--- config.mk ---
export PLATFORM = sky130hd
export DESIGN_NAME = serial_line_editor_unit
export DESIGN_NICKNAME = d
export VERILOG_FILES = /design/src/sv/sle_pkg.sv /design/src/sv/serial_line_editor_unit.sv /design/src/sv/sle_line_ram.sv /design/src/sv/sle_ctrl.sv
export SDC_FILE = /design/constraint.sdc
export NUM_CORES = 1
export LEC_CHECK = 0
export ABC_AREA = 1
export BUFFER_PORTS_ARGS = -buffer_cell sky130_fd_sc_hd__buf_2
export CORE_ASPECT_RATIO = 2
export CORE_MARGIN = 1.5
export CORE_UTILIZATION = 44
export CTS_BUF_LIST = sky130_fd_sc_hd__clkbuf_8
export CTS_CLUSTER_DIAMETER = 80
export CTS_CLUSTER_SIZE = 24
export DETAILED_ROUTE_END_ITERATION = 7
export SLEW_MARGIN = 20
export SYNTH_ARGS = -nofsm -noshare
export SYNTH_HDL_FRONTEND = slang
export SYNTH_HIERARCHICAL = 1
export SYNTH_SLANG_ARGS = --single-unit
export TNS_END_PERCENT = 50
--- constraint.sdc ---
create_clock -name clk -period 3.2 [get_ports clk]
set_input_delay 0.96 -clock clk [delete_from_list [all_inputs] [get_ports clk]]
set_output_delay 0.96 -clock clk [all_outputs]
set_load 0.05 [all_outputs]
--- src/sv/sle_pkg.sv ---
// Package for the serial line editor: result kinds, character codes and echo text.
// Depends on nothing; used by sle_ctrl and serial_line_editor_unit.
package sle_pkg;

    // Width of the write position, the line length and the character limit.
    localparam int POS_W = 6;

    // Result kinds.
    localparam logic [1:0] KIND_ECHO = 2'd0;
    localparam logic [1:0] KIND_LINE = 2'd1;
    localparam logic [1:0] KIND_END  = 2'd2;

    // Received characters with a meaning of their own.
    localparam logic [7:0] CHAR_BS    = 8'd8;
    localparam logic [7:0] CHAR_TAB   = 8'd9;
    localparam logic [7:0] CHAR_CR    = 8'd13;
    localparam logic [7:0] CHAR_ESC   = 8'd27;
    localparam logic [7:0] CHAR_SPACE = 8'd32;
    localparam logic [7:0] CHAR_LT    = 8'h3C;
    localparam logic [7:0] CHAR_GT    = 8'h3E;

    // Echo sequences that the sequencer plays out.
    localparam logic [1:0] ECHO_PRINT = 2'd0;
    localparam logic [1:0] ECHO_BS    = 2'd1;
    localparam logic [1:0] ECHO_TAB   = 2'd2;
    localparam logic [1:0] ECHO_ESC   = 2'd3;

    // Register map of the configuration port.
    localparam logic [1:0] REG_MAX_CHARS_ADDR = 2'd0;
    localparam logic [POS_W-1:0] MAX_CHARS_RESET = 6'd20;

    // Number of beats in an echo sequence.
    function automatic logic [2:0] echo_len(input logic [1:0] code);
        logic [2:0] n;
        case (code)
            ECHO_PRINT: n = 3'd1;
            ECHO_BS:    n = 3'd3;
            ECHO_TAB:   n = 3'd5;
            ECHO_ESC:   n = 3'd5;
            default:    n = 3'd1;
        endcase
        return n;
    endfunction

    // Character at a given step of an echo sequence.
    function automatic logic [7:0] echo_char(input logic [1:0] code, input logic [2:0] idx,
                                             input logic [7:0] rx);
        logic [7:0] c;
        c = CHAR_LT;
        case (code)
            ECHO_PRINT: c = rx;
            ECHO_BS:    c = (idx == 3'd1) ? CHAR_SPACE : CHAR_BS;
            ECHO_TAB:
            begin
                case (idx)
                    3'd0:    c = CHAR_LT;
                    3'd1:    c = 8'h54;
                    3'd2:    c = 8'h41;
                    3'd3:    c = 8'h42;
                    default: c = CHAR_GT;
                endcase
            end
            ECHO_ESC:
            begin
                case (idx)
                    3'd0:    c = CHAR_LT;
                    3'd1:    c = 8'h45;
                    3'd2:    c = 8'h53;
                    3'd3:    c = 8'h43;
                    default: c = CHAR_GT;
                endcase
            end
            default: c = rx;
        endcase
        return c;
    endfunction

endpackage

--- src/sv/serial_line_editor_unit.sv ---
// A byte is taken in the idle state; the sequencer then loads its result beats into the
// output register, one beat a cycle while the output does not stall. An echoed byte gives
// its echo beats; a CR gives one beat per stored character, each from one line store read, then an end beat.
// Output stalls hold the beats. A new byte is taken only once its last beat is loaded.
// Reset: write position 0, max_chars 20, output empty; the line store is not cleared.
// Top level of the serial line editor: configuration port and sequencer.
// Depends on sle_pkg, sle_ctrl.
module serial_line_editor_unit #(
    parameter int BUFFER_DEPTH = 32
) (
    input  logic                      clk,
    input  logic                      rst_n,
    input  logic                      in_valid,
    output logic                      in_stall,
    input  logic [7:0]                rx_byte,
    output logic                      out_valid,
    input  logic                      out_stall,
    output logic [1:0]                kind,
    output logic [7:0]                data_byte,
    output logic [sle_pkg::POS_W-1:0] line_length,
    output logic                      last,
    input  logic                      psel,
    input  logic                      penable,
    input  logic                      pwrite,
    input  logic [1:0]                paddr,
    input  logic [31:0]               pwdata,
    output logic [31:0]               prdata,
    output logic                      pready
);

    logic [sle_pkg::POS_W-1:0] max_chars_reg;
    logic                      cfg_write;

    // Register write on the access phase.
    assign cfg_write = psel && penable && pwrite && (paddr == sle_pkg::REG_MAX_CHARS_ADDR);

    always_ff @(posedge clk or negedge rst_n)
    begin
        if (!rst_n)
        begin
            max_chars_reg <= sle_pkg::MAX_CHARS_RESET;
        end
        else if (cfg_write)
        begin
            max_chars_reg <= pwdata[sle_pkg::POS_W-1:0];
        end
    end

    // Register read-back.
    always_comb
    begin
        if (paddr == sle_pkg::REG_MAX_CHARS_ADDR)
        begin
            prdata = {26'd0, max_chars_reg};
        end
        else
        begin
            prdata = '0;
        end
    end

    assign pready = 1'b1;

    // Line editing sequencer.
    sle_ctrl #(
        .BUFFER_DEPTH (BUFFER_DEPTH)
    ) u_ctrl (
        .clk         (clk),
        .rst_n       (rst_n),
        .max_chars   (max_chars_reg),
        .in_valid    (in_valid),
        .in_stall    (in_stall),
        .rx_byte     (rx_byte),
        .out_valid   (out_valid),
        .out_stall   (out_stall),
        .kind        (kind),
        .data_byte   (data_byte),
        .line_length (line_length),
        .last        (last)
    );

endmodule

--- src/sv/sle_line_ram.sv ---
// Line store of the serial line editor: one write port, one registered read port.
// Depends on nothing.
module sle_line_ram #(
    parameter int DEPTH  = 32,
    parameter int ADDR_W = $clog2(DEPTH)
) (
    input  logic              clk,
    input  logic              we,
    input  logic [ADDR_W-1:0] waddr,
    input  logic [7:0]        wdata,
    input  logic              re,
    input  logic [ADDR_W-1:0] raddr,
    output logic [7:0]        rdata
);

    logic [7:0] mem [DEPTH];
    logic [7:0] rdata_reg;

    // Write port.
    always_ff @(posedge clk)
    begin
        if (we)
        begin
            mem[waddr] <= wdata;
        end
    end

    // Read port; the data holds until the next read.
    always_ff @(posedge clk)
    begin
        if (re)
        begin
            rdata_reg <= mem[raddr];
        end
    end

    assign rdata = rdata_reg;

endmodule

--- src/sv/sle_ctrl.sv ---
// Sequencer of the serial line editor: decodes a byte, updates the line store and
// plays out the result beats through an output register. Depends on sle_pkg, sle_line_ram.
module sle_ctrl #(
    parameter int BUFFER_DEPTH = 32
) (
    input  logic                      clk,
    input  logic                      rst_n,
    input  logic [sle_pkg::POS_W-1:0] max_chars,
    input  logic                      in_valid,
    output logic                      in_stall,
    input  logic [7:0]                rx_byte,
    output logic                      out_valid,
    input  logic                      out_stall,
    output logic [1:0]                kind,
    output logic [7:0]                data_byte,
    output logic [sle_pkg::POS_W-1:0] line_length,
    output logic                      last
);

    localparam int ADDR_W = $clog2(BUFFER_DEPTH);
    localparam int PW     = sle_pkg::POS_W;

    localparam logic [1:0] S_IDLE = 2'd0;
    localparam logic [1:0] S_ECHO = 2'd1;
    localparam logic [1:0] S_LINE = 2'd2;
    localparam logic [1:0] S_END  = 2'd3;

    // Control state.
    logic [1:0]    state_reg, state_next;
    logic [PW-1:0] pos_reg, pos_next;
    logic          out_valid_reg, out_valid_next;

    // Payload state.
    logic [PW-1:0] idx_reg, idx_next;
    logic [PW-1:0] len_reg, len_next;
    logic [1:0]    code_reg, code_next;
    logic [7:0]    byte_reg, byte_next;
    logic [1:0]    kind_reg, kind_next;
    logic [7:0]    data_reg, data_next;
    logic [PW-1:0] olen_reg, olen_next;
    logic          last_reg, last_next;

    logic              slot_free;
    logic              load;
    logic [PW-1:0]     limit;
    logic              mem_we;
    logic              rd_en;
    logic [ADDR_W-1:0] rd_addr;
    logic [7:0]        rd_data;
    logic              echo_done;

    // The line store; the sequencer takes no new byte while a line is read out,
    // so reads and writes never meet on one entry.
    sle_line_ram #(
        .DEPTH (BUFFER_DEPTH)
    ) u_ram (
        .clk   (clk),
        .we    (mem_we),
        .waddr (ADDR_W'(pos_reg)),
        .wdata (rx_byte),
        .re    (rd_en),
        .raddr (rd_addr),
        .rdata (rd_data)
    );

    // Effective limit: the character limit saturates at the store depth.
    always_comb
    begin
        if ({26'd0, max_chars} > 32'(BUFFER_DEPTH))
        begin
            limit = PW'(BUFFER_DEPTH);
        end
        else
        begin
            limit = max_chars;
        end
    end

    assign slot_free = !out_valid_reg || !out_stall;
    assign echo_done = (idx_reg[2:0] == sle_pkg::echo_len(code_reg) - 3'd1);

    // Sequencer.
    always_comb
    begin
        state_next = state_reg;
        pos_next   = pos_reg;
        idx_next   = idx_reg;
        len_next   = len_reg;
        code_next  = code_reg;
        byte_next  = byte_reg;
        kind_next  = kind_reg;
        data_next  = data_reg;
        olen_next  = olen_reg;
        last_next  = last_reg;
        load       = 1'b0;
        mem_we     = 1'b0;
        rd_en      = 1'b0;
        rd_addr    = ADDR_W'(idx_reg);

        case (state_reg)
            S_IDLE:
            begin
                if (in_valid)
                begin
                    byte_next = rx_byte;
                    idx_next  = '0;
                    if (!rx_byte[7] && rx_byte >= sle_pkg::CHAR_SPACE)
                    begin
                        code_next  = sle_pkg::ECHO_PRINT;
                        state_next = S_ECHO;
                        if (pos_reg < limit)
                        begin
                            mem_we   = 1'b1;
                            pos_next = pos_reg + 1'b1;
                        end
                    end
                    else if (rx_byte == sle_pkg::CHAR_CR)
                    begin
                        len_next = pos_reg;
                        pos_next = '0;
                        if (pos_reg != '0)
                        begin
                            rd_en      = 1'b1;
                            rd_addr    = '0;
                            state_next = S_LINE;
                        end
                        else
                        begin
                            state_next = S_END;
                        end
                    end
                    else if (rx_byte == sle_pkg::CHAR_BS)
                    begin
                        code_next  = sle_pkg::ECHO_BS;
                        state_next = S_ECHO;
                        if (pos_reg != '0)
                        begin
                            pos_next = pos_reg - 1'b1;
                        end
                    end
                    else if (rx_byte == sle_pkg::CHAR_TAB)
                    begin
                        code_next  = sle_pkg::ECHO_TAB;
                        state_next = S_ECHO;
                    end
                    else if (rx_byte == sle_pkg::CHAR_ESC)
                    begin
                        code_next  = sle_pkg::ECHO_ESC;
                        state_next = S_ECHO;
                        pos_next   = '0;
                    end
                end
            end
            S_ECHO:
            begin
                if (slot_free)
                begin
                    load      = 1'b1;
                    kind_next = sle_pkg::KIND_ECHO;
                    data_next = sle_pkg::echo_char(code_reg, idx_reg[2:0], byte_reg);
                    olen_next = '0;
                    last_next = echo_done;
                    idx_next  = idx_reg + 1'b1;
                    if (echo_done)
                    begin
                        state_next = S_IDLE;
                    end
                end
            end
            S_LINE:
            begin
                // One stored character a beat; the next read goes out with it.
                if (slot_free)
                begin
                    load      = 1'b1;
                    kind_next = sle_pkg::KIND_LINE;
                    data_next = rd_data;
                    olen_next = '0;
                    last_next = 1'b0;
                    if (({1'b0, idx_reg} + 7'd1) < {1'b0, len_reg})
                    begin
                        rd_en    = 1'b1;
                        rd_addr  = ADDR_W'(idx_reg + 1'b1);
                        idx_next = idx_reg + 1'b1;
                    end
                    else
                    begin
                        state_next = S_END;
                    end
                end
            end
            S_END:
            begin
                if (slot_free)
                begin
                    load       = 1'b1;
                    kind_next  = sle_pkg::KIND_END;
                    data_next  = '0;
                    olen_next  = len_reg;
                    last_next  = 1'b1;
                    state_next = S_IDLE;
                end
            end
            default:
            begin
                state_next = S_IDLE;
            end
        endcase
    end

    // The output beat stays until it is taken.
    assign out_valid_next = load ? 1'b1 : (out_valid_reg && out_stall);

    // Control registers.
    always_ff @(posedge clk or negedge rst_n)
    begin
        if (!rst_n)
        begin
            state_reg     <= S_IDLE;
            pos_reg       <= '0;
            out_valid_reg <= 1'b0;
        end
        else
        begin
            state_reg     <= state_next;
            pos_reg       <= pos_next;
            out_valid_reg <= out_valid_next;
        end
    end

    // Payload registers.
    always_ff @(posedge clk)
    begin
        idx_reg  <= idx_next;
        len_reg  <= len_next;
        code_reg <= code_next;
        byte_reg <= byte_next;
        kind_reg <= kind_next;
        data_reg <= data_next;
        olen_reg <= olen_next;
        last_reg <= last_next;
    end

    assign in_stall    = (state_reg != S_IDLE);
    assign out_valid   = out_valid_reg;
    assign kind        = kind_reg;
    assign data_byte   = data_reg;
    assign line_length = olen_reg;
    assign last        = last_reg;

    // The write position never passes the store depth.
    a_pos_in_range: assert property (@(posedge clk) disable iff (!rst_n)
        {26'd0, pos_reg} <= 32'(BUFFER_DEPTH))
        else $error("write position beyond the line store");

    // The store is written only when a byte is taken.
    a_write_on_accept: assert property (@(posedge clk) disable iff (!rst_n)
        mem_we |-> (state_reg == S_IDLE && in_valid))
        else $error("line store written outside a byte accept");

    // During readout the read index stays inside the line.
    a_idx_in_line: assert property (@(posedge clk) disable iff (!rst_n)
        (state_reg == S_LINE) |-> (idx_reg < len_reg))
        else $error("readout index past the line length");

    // An end marker is always the final beat of its byte.
    a_end_is_last: assert property (@(posedge clk) disable iff (!rst_n)
        (out_valid_reg && kind_reg == sle_pkg::KIND_END) |-> last_reg)
        else $error("end marker without final flag");

endmodule
Word-level counts from Yosys, hierarchy flattened
Memories as Yosys holds them, arrays and structs flattened. A register that Yosys moved wholly into a read port is not among the register bits.
Index checks and enable logic that the tools add are counted.
{ "totals": {"output_inout_bits": 52, "mem_count": 1, "ff_bits": 54, "ramBits": 256, "wordCells": 154, "in_bits": 49} }
{ "op_classes": {"n_bitwise": 1, "mux": 73, "magnitude_cmp": 4, "n_addsub": 5, "n_eq_ne": 27, "n_reduce_logical": 31} }
{ "mem_list": {"columns": ["name", "words", "width", "rd", "rd_clocked_by_memory_dff", "write_ports", "line_no", "text"], "rows": [
  ["u_ctrl.u_ram.mem", 32, 8, 1, 1, 1, "sle_line_ram.sv:16", "logic [7:0] mem [DEPTH];"]
]} }
{ "ops": {"columns": ["op", "count"], "rows": [
  ["two-way mux 6 bit", 16],
  ["case mux 7 bit (4 select lines)", 2],
  ["two-way mux 2 bit", 17],
  ["case mux 8 bit (4 select lines)", 1],
  ["two-way mux 5 bit", 6],
  ["equality test 8 x 4 -> 1 bit (second input constant)", 3],
  ["two-way mux 8 bit", 3],
  ["case mux 8 bit (3 select lines)", 1],
  ["two-way mux 1 bit", 19],
  ["case mux 6 bit (3 select lines)", 1],
  ["inequality test 2 x 1 -> 1 bit (second input constant)", 7],
  ["adder 6 x 1 -> 6 bit (second input constant)", 2],
  ["case mux 6 bit (2 select lines)", 1],
  ["AND reduction 4 bit", 3],
  ["case mux 5 bit (2 select lines)", 1],
  ["case mux 3 bit (3 select lines)", 1],
  ["equality test 2 bit (second input constant)", 4],
  ["equality test 8 x 5 -> 1 bit (second input constant)", 1],
  ["greater-or-equal comparator 8 x 6 -> 1 bit (second input constant)", 1],
  ["inequality test 4 x 1 -> 1 bit (second input constant)", 2],
  ["case mux 2 bit (4 select lines)", 1],
  ["nonzero test 4 bit", 2],
  ["adder 6 x 1 -> 7 bit (second input constant)", 1],
  ["less-than comparator 7 x 6 -> 1 bit", 1],
  ["29 further kinds", 44]
]} }

Depth between registers and ports, before layout
Gate-level depths: netlist of the first run.
{ "depth": {"ltp_word": 9, "mapped_depth": 27} }

Hierarchy
Netlist of the first run, hierarchy kept.
{ "by_module_without_submodules": {"columns": ["module", "area_each_um2", "seq_area_each_um2", "n_inst", "cells_each"], "rows": [
  ["sle_line_ram", 10866.7, 7927.6, 1, 922],
  ["sle_ctrl", 3166.8, 1396.3, 1, 380],
  ["serial_line_editor_unit", 530.5, 152.6, 1, 71]
]} }

Least setup slack after synthesis of the first run
OpenSTA, ideal clock, no wires.
{ "synth_timing": {"path_kind": "register to register", "start": "register u_ctrl.idx_reg[0]", "end": "register u_ctrl.u_ram.rdata_reg[1], in the netlist u_ctrl/u_ram/rdata[1], read port of u_ctrl.u_ram.mem, data pin", "path_buffers": 2, "synth_period_minus_slack_ns": 3.076, "slack_ns": 0.124, "stages_incl_launch_ff": 25, "arrival_ns": 2.824, "cell_sequence": "edfxtp_1 > ha_1 > ha_1 > inv_1 > ha_1 > a21oi_1 > nand2_1 > nand2_1 > nand2_1 > nand2_2 > nand3_2 > nand2_1 > nand3_1 > nand2_1 > inv_2 > buf_6 > buf_6 > nand2_1 > nand3_1 > nand3_1 > nand2_1 > nand2_1 > nand2_1 > nand2_1 > nand2_1"} }
{ "synth_via": {"elab_chain_len": 5} }
{ "synth_lines": {"columns": ["element", "line_no", "text"], "rows": [
  ["start: declaration", "sle_ctrl.sv:34", "logic [PW-1:0] idx_reg, idx_next;"],
  ["start signal: assignment", "sle_ctrl.sv:234", "idx_reg <= idx_next;"],
  ["adder 6 x 1 -> 7 bit / two-way mux 5 bit (equally long branches)", "sle_ctrl.sv:180, sle_ctrl.sv:121", null],
  ["less-than comparator 7 x 6 -> 1 bit / two-way mux 5 bit (equally long branches)", "sle_ctrl.sv:180, sle_ctrl.sv:117", null],
  ["two-way mux 5 bit (on tied branches)", "sle_ctrl.sv:180, sle_ctrl.sv:107", null],
  ["two-way mux 5 bit (on tied branches)", "sle_ctrl.sv:173, sle_ctrl.sv:103", null],
  ["case mux 5 bit (2 select lines) (*)", "sle_ctrl.sv:100", "case (state_reg)"],
  ["via u_ctrl.rd_addr[0]", "sle_ctrl.sv:48", "logic [ADDR_W-1:0] rd_addr;"],
  ["end: declaration", "sle_line_ram.sv:17", "logic [7:0] rdata_reg;"]
]} }
The timed path passes the listed nets; every way through them passes the cells marked *.
A chain may end at the register's enable or synchronous reset.

Worst setup path after layout of the first run
{ "layout_timing": {"start": "register u_ctrl.idx_reg[0]", "end": "register u_ctrl.u_ram.rdata_reg[5], in the netlist u_ctrl/u_ram/rdata[5], read port of u_ctrl.u_ram.mem, data pin"} }
Same word-level chain as after synthesis.

==> results of run 1 <==
==> synth_stat cells (2+ instances only) <==
master and count:
dfstp_2 2, buf_2 18, inv_1 64, nor2_4 5, inv_2 8, nand2_1 489
dfrtp_1 13, o21ai_1 2, nor2_2 2, nand2_2 9, nand4_1 15, nor3_1 2
nand2_4 2, buf_6 25, a22oi_1 2, clkbuf_1 7, conb_1 2, nor2_1 68
a21oi_2 2, ha_1 22, o21ai_0 17, nand3_1 232, edfxtp_1 303, a21oi_4 2
buf_4 31, a21oi_1 7, xor2_1 5, buf_1 3
==> worst min path at each step <==
stage,start,to,depth (start not counted)
CTS,rst_n,u_ctrl/pos_reg[5]$_DFFE_PN0P_,1
floorplan,max_chars_reg[4]$_DFFE_PN1P_,max_chars_reg[4]$_DFFE_PN1P_,2
detailed placement,max_chars_reg[2]$_DFFE_PN1P_,max_chars_reg[2]$_DFFE_PN1P_,2
global route,rst_n,u_ctrl/pos_reg[5]$_DFFE_PN0P_,1
finish,rst_n,u_ctrl/pos_reg[5]$_DFFE_PN0P_,1
global placement,max_chars_reg[2]$_DFFE_PN1P_,max_chars_reg[2]$_DFFE_PN1P_,2
==> where the power goes <==
part	internal (W)	switching [W]	total, W
sequential	0.00486	0.000120	0.00498
clock	0.000524	0.00123	0.00175
combinational	0.00270	0.00439	0.00709
==> cells by family (layout without fill, tap and decap cells) <==
kind of cell               after synthesis  count (layout)
AOI/OAI and AO/OA                       40              40
buffers and inverters                  156             291
xor gates and xnor gates                 6               6
other                                    2              28
adders and majority gates               22              22
DFF                                    318             318
and+or+nand+nor                        829             829
==> layout by cell type (no fill, tap or decap), types with 7 or more instances in the layout <==
master and instances:
buf_12 16, buf_16 7, buf_2 47, buf_4 97, buf_6 12, clkbuf_16 7
clkbuf_8 17, conb_1 27, dfrtp_1 13, edfxtp_1 303, ha_1 16, inv_1 70
inv_2 11, nand2_1 442, nand2_2 49, nand2_4 8, nand3_1 190, nand3_2 39
nand4_1 15, nor2_1 66, nor2_4 7, o21ai_0 17
==> layer usage <==
metal	vias to the layer above	GRT usage	part of all wire
li1	4902	-	-
met1	4925	0.2101	0.33
met2	275	0.4398	0.57
met3	111	0.01962	0.033
met4	0	0.1475	0.071
met5	-	0	0
==> cell type report <==
cell class,count,area share
clock buffers,17,0.01356
well taps,432,0.03134
clock inverters,12,0.003554
flip-flops and latches,318,0.5494
inverters,72,0.01734
multi-input cells,924,0.2776
repair buffers,190,0.1071
diodes,1,0.0001451
==> timing repair <==
action / 4_1_cts / 5_1_grt
gates cloned: 5 / 7
pin swaps: 16 / 35
endpoints found under the hold margin: 0 / 0
setup buffers: 12 / 6
endpoints found under the setup margin: 8 / 8
resized for setup: 75 / 86
==> critical path: stages (launching register included) <==
cell	delay, ns
edfxtp_1	0.48
ha_4	0.21
ha_4	0.28
inv_2	0.04
ha_4	0.21
a21oi_2	0.13
nand2_1	0.07
nand2_2	0.06
nand2_2	0.07
nand2_4	0.10
nand4_1	0.16
nand3_4	0.13
nand2_8	0.12
buf_4	0.19
clkbuf_16	0.16
nand2_1	0.05
nand3_1	0.09
nand3_2	0.14
nand2_1	0.11
nand2_2	0.10
nand2_2	0.07
nand2_1	0.05
nand2_1	0.05
==> metrics by stage <==
stage / cell area (sq um) / instances
2_1_floorplan: 14660 / 1398
6_report: 17250 / 1966
5_1_grt: 17250 / 1966
4_1_cts: 16660 / 1952
3_5_place_dp: 15800 / 1906
3_3_place_gp: 15800 / 1906
==> reports/results.txt, run 1 <==
RR Startpoint: u_ctrl/idx_reg[0]$_SDFFCE_PP0P_
WP data required: 3.56 ns
Crit start category: register
Share of cells above drive strength 1: 0.2303
Sequential share of the synthesized area: 0.6507
PD cells: 801.5 mW/mm^2
Failing checks: negative setup slack
Synth Area in Adders: 0.01890
Synth Area in Compound Gates: 0.01873
WL per Instance: 19.96 um
Max-slew violation count: 0
GPL Wtd Cong: 0.8662
Remaining DRCs: 0
Layout area overhead: 18.44%
PortBufs: 47
CTS root buffer: clkbuf_8
Final total power: 0.01383 W
Simple-Gate Fraction of Synth Area: 0.2449
Cell Area, Synth: 0.01456 sq mm
Reg2reg path depth: 22
Final setup vio count: 7
Largest register FFs: 256
Leak: 6.976 nW
Iter 0 DRT Violations: 565
Mean Syn Cell Area: 10.61 sq um
Critical Path Fanout Max: 12
CP Launch Point: u_ctrl/idx_reg[0]$_SDFFCE_PP0P_
Top post-synthesis cells by area: edfxtp_1 (62%), nand2_1 (13%), nand3_1 (8.0%)
Cell row count: 94
First-pass GRT wire length: 56.68 mm
VDD IR max: 0.0004225 V
Critical Path AT: 3.65 ns
Overall Global Routing Usage: 0.2203
Vias per Instance: 5.195
Final Cycle Share: 1.029
Largest net degree at the start of global routing: 36
Die extent in x: 131.6 um
#FFs+latches synth: 318
R2R setup slack: -0.09 ns
Worst skew pair latency: 0.58 ns
CTS Hold Bufs: 0
Unrepaired setup endpoints after global routing: true
DR pass1 iterations: 6
FF-to-FF End: u_ctrl/u_ram/rdata[5]$_DFFE_PP_
Worst slew pin tran: 0.5471 ns
Hold WS: 0.2627 ns
Most flops, register: u_ctrl/u_ram/mem
Fin crit period: 3.294 ns
Post-layout util: 0.5276
Multiplexer share of the synthesized area: 0
Antenna Nets Post-Route: 0
Setup TNS: -0.4935 ns
Die Y-Extent: 260.3 um
Primary FF master, synth: edfxtp_1
Clock-pin slew on the worst setup and hold paths: 0.15 ns
Maximum buffer depth of the clock tree: 3
Status: complete, but fails checks
Clock Sinks: 318
Boundary Pins: 101
CTS tree: built
Largest family of logic cells by synthesized area: simple AND/OR/NAND/NOR gates
Maximum Capacitance Violations: 0
Setup crit end: u_ctrl/u_ram/rdata[5]$_DFFE_PP_
CORE AREA: 0.03270 sq mm
Max Fclk: 303.6 MHz
Biggest area consumer among synthesized cells: edfxtp_1
Vias in the first global route: 10028
Die footprint: 0.03427 sq mm
Synth unique cells: 42
WL final: 39.25 mm
Yosys warns: 6
Crit Path Category: register to register
Syn Inst Count: 1373
Fill cell count: 2934
XOR/XNOR share of the synthesized area: 0.003608
Area of the multi-input gates: 0.004788 sq mm
Top-area cell type share of the netlist area: 0.6247
EDFF count, synth: 303
Routed vias: 10213
Fin. Hold Viols: 0
Initial antenna violation count: 1
Total gr overflow: 0
Post-synth ARST share: 0.04717
Worst setup margin: -0.09403 ns
Num CTS Buffers: 17
Hold WC Path Type: primary input to async pin
Initial Util: 0.4454
Dpl ws: -0.2738 ns
FF+latch area: 0.009477 sq mm
Critical Path Sink Type: register
Max-slew headroom: 0.6339
HPWL Detailed: 25.66 mm
Layout Skew: 0.05054 ns
CTS H-tree depth: 1
Final #Nets: 1594
Note: power is estimated with default switching activity, not from simulation.
==> inputs of run 2 (changes only) <==
- GPL_TIMING_DRIVEN: not set -> 1
- clock period: 3.2 -> 2.86 ns (I/O delays scaled with it)
==> reports/results.txt, run 2 (synthesized netlist as in run 1, its figures left out) <==
Status: complete, but fails checks
Failing checks: negative setup slack
Largest net degree at the start of global routing: 41
Initial antenna violation count: 1
WL per Instance: 20.47 um
Remaining DRCs: 0
Placed insts: 1918
Overall Global Routing Usage: 0.2276
Fin crit period: 3.333 ns
PD cells: 899.8 mW/mm^2
Post-layout util: 0.5336
Top Usage Layer GRT: met2
Max Fclk: 300.0 MHz
CTS H-tree depth: 1
WL final: 40.57 mm
VDD IR max: 0.0005429 V
Post-route cell area: 0.01745 sq mm
Cell row count: 94
Routed vias: 10626
PortBufs: 47
RR Startpoint: u_ctrl/idx_reg[1]$_SDFFCE_PP0P_
Final #Nets: 1614
Placed cell area: 0.01592 sq mm
HPWL Detailed: 25.68 mm
Die footprint: 0.03427 sq mm
Commonest non-fill, non-tap cell in the layout: nand2_1
Antenna Nets Post-Route: 0
FF-to-FF End: u_ctrl/u_ram/rdata[6]$_DFFE_PP_
CTS tree: built
Worst skew pair latency: 0.59 ns
Critical Path Sink Type: register
Met1 Usage GRT: 0.2228
WP data required: 3.20 ns
Unrepaired setup endpoints after global routing: true
Total gr overflow: 0
CTS root buffer: clkbuf_8
Maximum buffer depth of the clock tree: 3
Layout Skew: 0.05255 ns
Hold WC Path Type: primary input to async pin
Grt met2 use: 0.4538
Max-slew headroom: 0.6158
Vias per Instance: 5.361
Reg2reg path depth: 23
DR pass1 iterations: 5
Max-slew violation count: 0
Iter 0 DRT Violations: 789
Clock Sinks: 318
Most frequent cells in the layout: nand2_1 (464), edfxtp_1 (303), nand3_1 (161)
GPL Wtd Cong: 0.8631
Leak: 7.099 nW
Critical Path AT: 3.68 ns
Met3 usage: 0.01826
Final Cycle Share: 1.165
Boundary Pins: 101
First-pass GRT wire length: 58.48 mm
Initial Util: 0.4454
Critical Path Fanout Max: 8
CORE AREA: 0.03270 sq mm
Layout area overhead: 19.79%
Share of cells above drive strength 1: 0.2414
Crit start category: register
Maximum Capacitance Violations: 0
Num CTS Buffers: 17
Crit Path Category: register to register
Clock-pin slew on the worst setup and hold paths: 0.16 ns
Most flops, register: u_ctrl/u_ram/mem
Final setup vio count: 8
Worst setup margin: -0.4733 ns
Die extent in x: 131.6 um
Vias in the first global route: 10446
CTS Hold Bufs: 0
Fin. Hold Viols: 0
Largest register FFs: 256
Worst slew pin tran: 0.5741 ns
Die Y-Extent: 260.3 um
Fin cells: 1982
R2R setup slack: -0.47 ns
-- run 2: worst max-delay path by stage --
stage | startpoint | endpoint | slack [ns] | cells past startpoint
2_1_floorplan | u_ctrl/idx_reg[0]$_SDFFCE_PP0P_ | u_ctrl/u_ram/rdata[7]$_DFFE_PP_ | -0.11 | 24
6_report | u_ctrl/idx_reg[1]$_SDFFCE_PP0P_ | u_ctrl/u_ram/rdata[6]$_DFFE_PP_ | -0.47 | 23
5_1_grt | u_ctrl/idx_reg[0]$_SDFFCE_PP0P_ | u_ctrl/u_ram/rdata[1]$_DFFE_PP_ | -0.60 | 23
4_1_cts | u_ctrl/idx_reg[0]$_SDFFCE_PP0P_ | u_ctrl/u_ram/rdata[2]$_DFFE_PP_ | -0.45 | 23
3_3_place_gp | u_ctrl/idx_reg[2]$_SDFFCE_PP0P_ | u_ctrl/u_ram/rdata[1]$_DFFE_PP_ | -0.55 | 22
3_5_place_dp | u_ctrl/idx_reg[1]$_SDFFCE_PP0P_ | u_ctrl/u_ram/rdata[1]$_DFFE_PP_ | -0.57 | 25
-- run 2: area by class of cell --
class	instances	area [sq um]
repair buffers	210	2024
diodes	1	2.502
fillers	2923	15250
flip-flops and latches	318	9477
clock inverters	8	50.05
inverters	72	295.3
well taps	432	540.5
clock buffers	17	234.0
multi-input cells	924	4823
-- run 2: power by group --
group | switching (W) | leakage [nW] | internal, W
sequential | 0.000116 | 2.95 | 0.00544
combinational | 0.00501 | 3.99 | 0.00317
clock | 0.00138 | 0.164 | 0.000582
total | 0.00651 | 7.10 | 0.00919
-- run 2: worst max-delay path, stage by stage, from the launching register on --
cell	delay, ns
edfxtp_1	0.49
nand3_2	0.11
buf_4	0.15
nor2_2	0.08
nand2_1	0.08
xor2_1	0.19
inv_1	0.07
ha_2	0.20
a21oi_4	0.17
buf_4	0.14
buf_4	0.13
nand4_1	0.15
nand3_4	0.14
nand2_8	0.10
inv_12	0.11
buf_8	0.11
clkbuf_16	0.16
nand3_2	0.09
nand3_2	0.09
nand2_1	0.07
nand2_1	0.06
nand2_1	0.07
nand2_1	0.08
nand2_1	0.07
-- run 2: metal layers --
layer,up-vias,routed length (um),part of all wire
met5,-,0,0
met3,113,1642,0.040
li1,4948,-,-
met2,354,22940,0.57
met1,5211,13340,0.33
met4,0,2647,0.065
-- run 2: metrics by stage --
step	setup slack [ns]	TNS, ns	total power [W]	hold WS, ns
2_1_floorplan	-0.1099	-0.8350	0.009834	0.4569
3_3_place_gp	-0.5489	-4.284	0.01180	0.4795
3_5_place_dp	-0.5715	-4.407	0.01186	0.4811
4_1_cts	-0.4490	-3.493	0.01508	0.1578
5_1_grt	-0.6049	-4.727	0.01645	0.1712
6_report	-0.4733	-3.466	0.01570	0.1645
-- run 2: repair_timing --
| item | CTS | global route |
|---|---|---|
| setup endpoints to repair | 8 | 8 |
| pin swaps | 16 | 44 |
| gates cloned | 12 | 6 |
| gates resized for setup | 70 | 85 |
| buffers inserted | 15 | 12 |
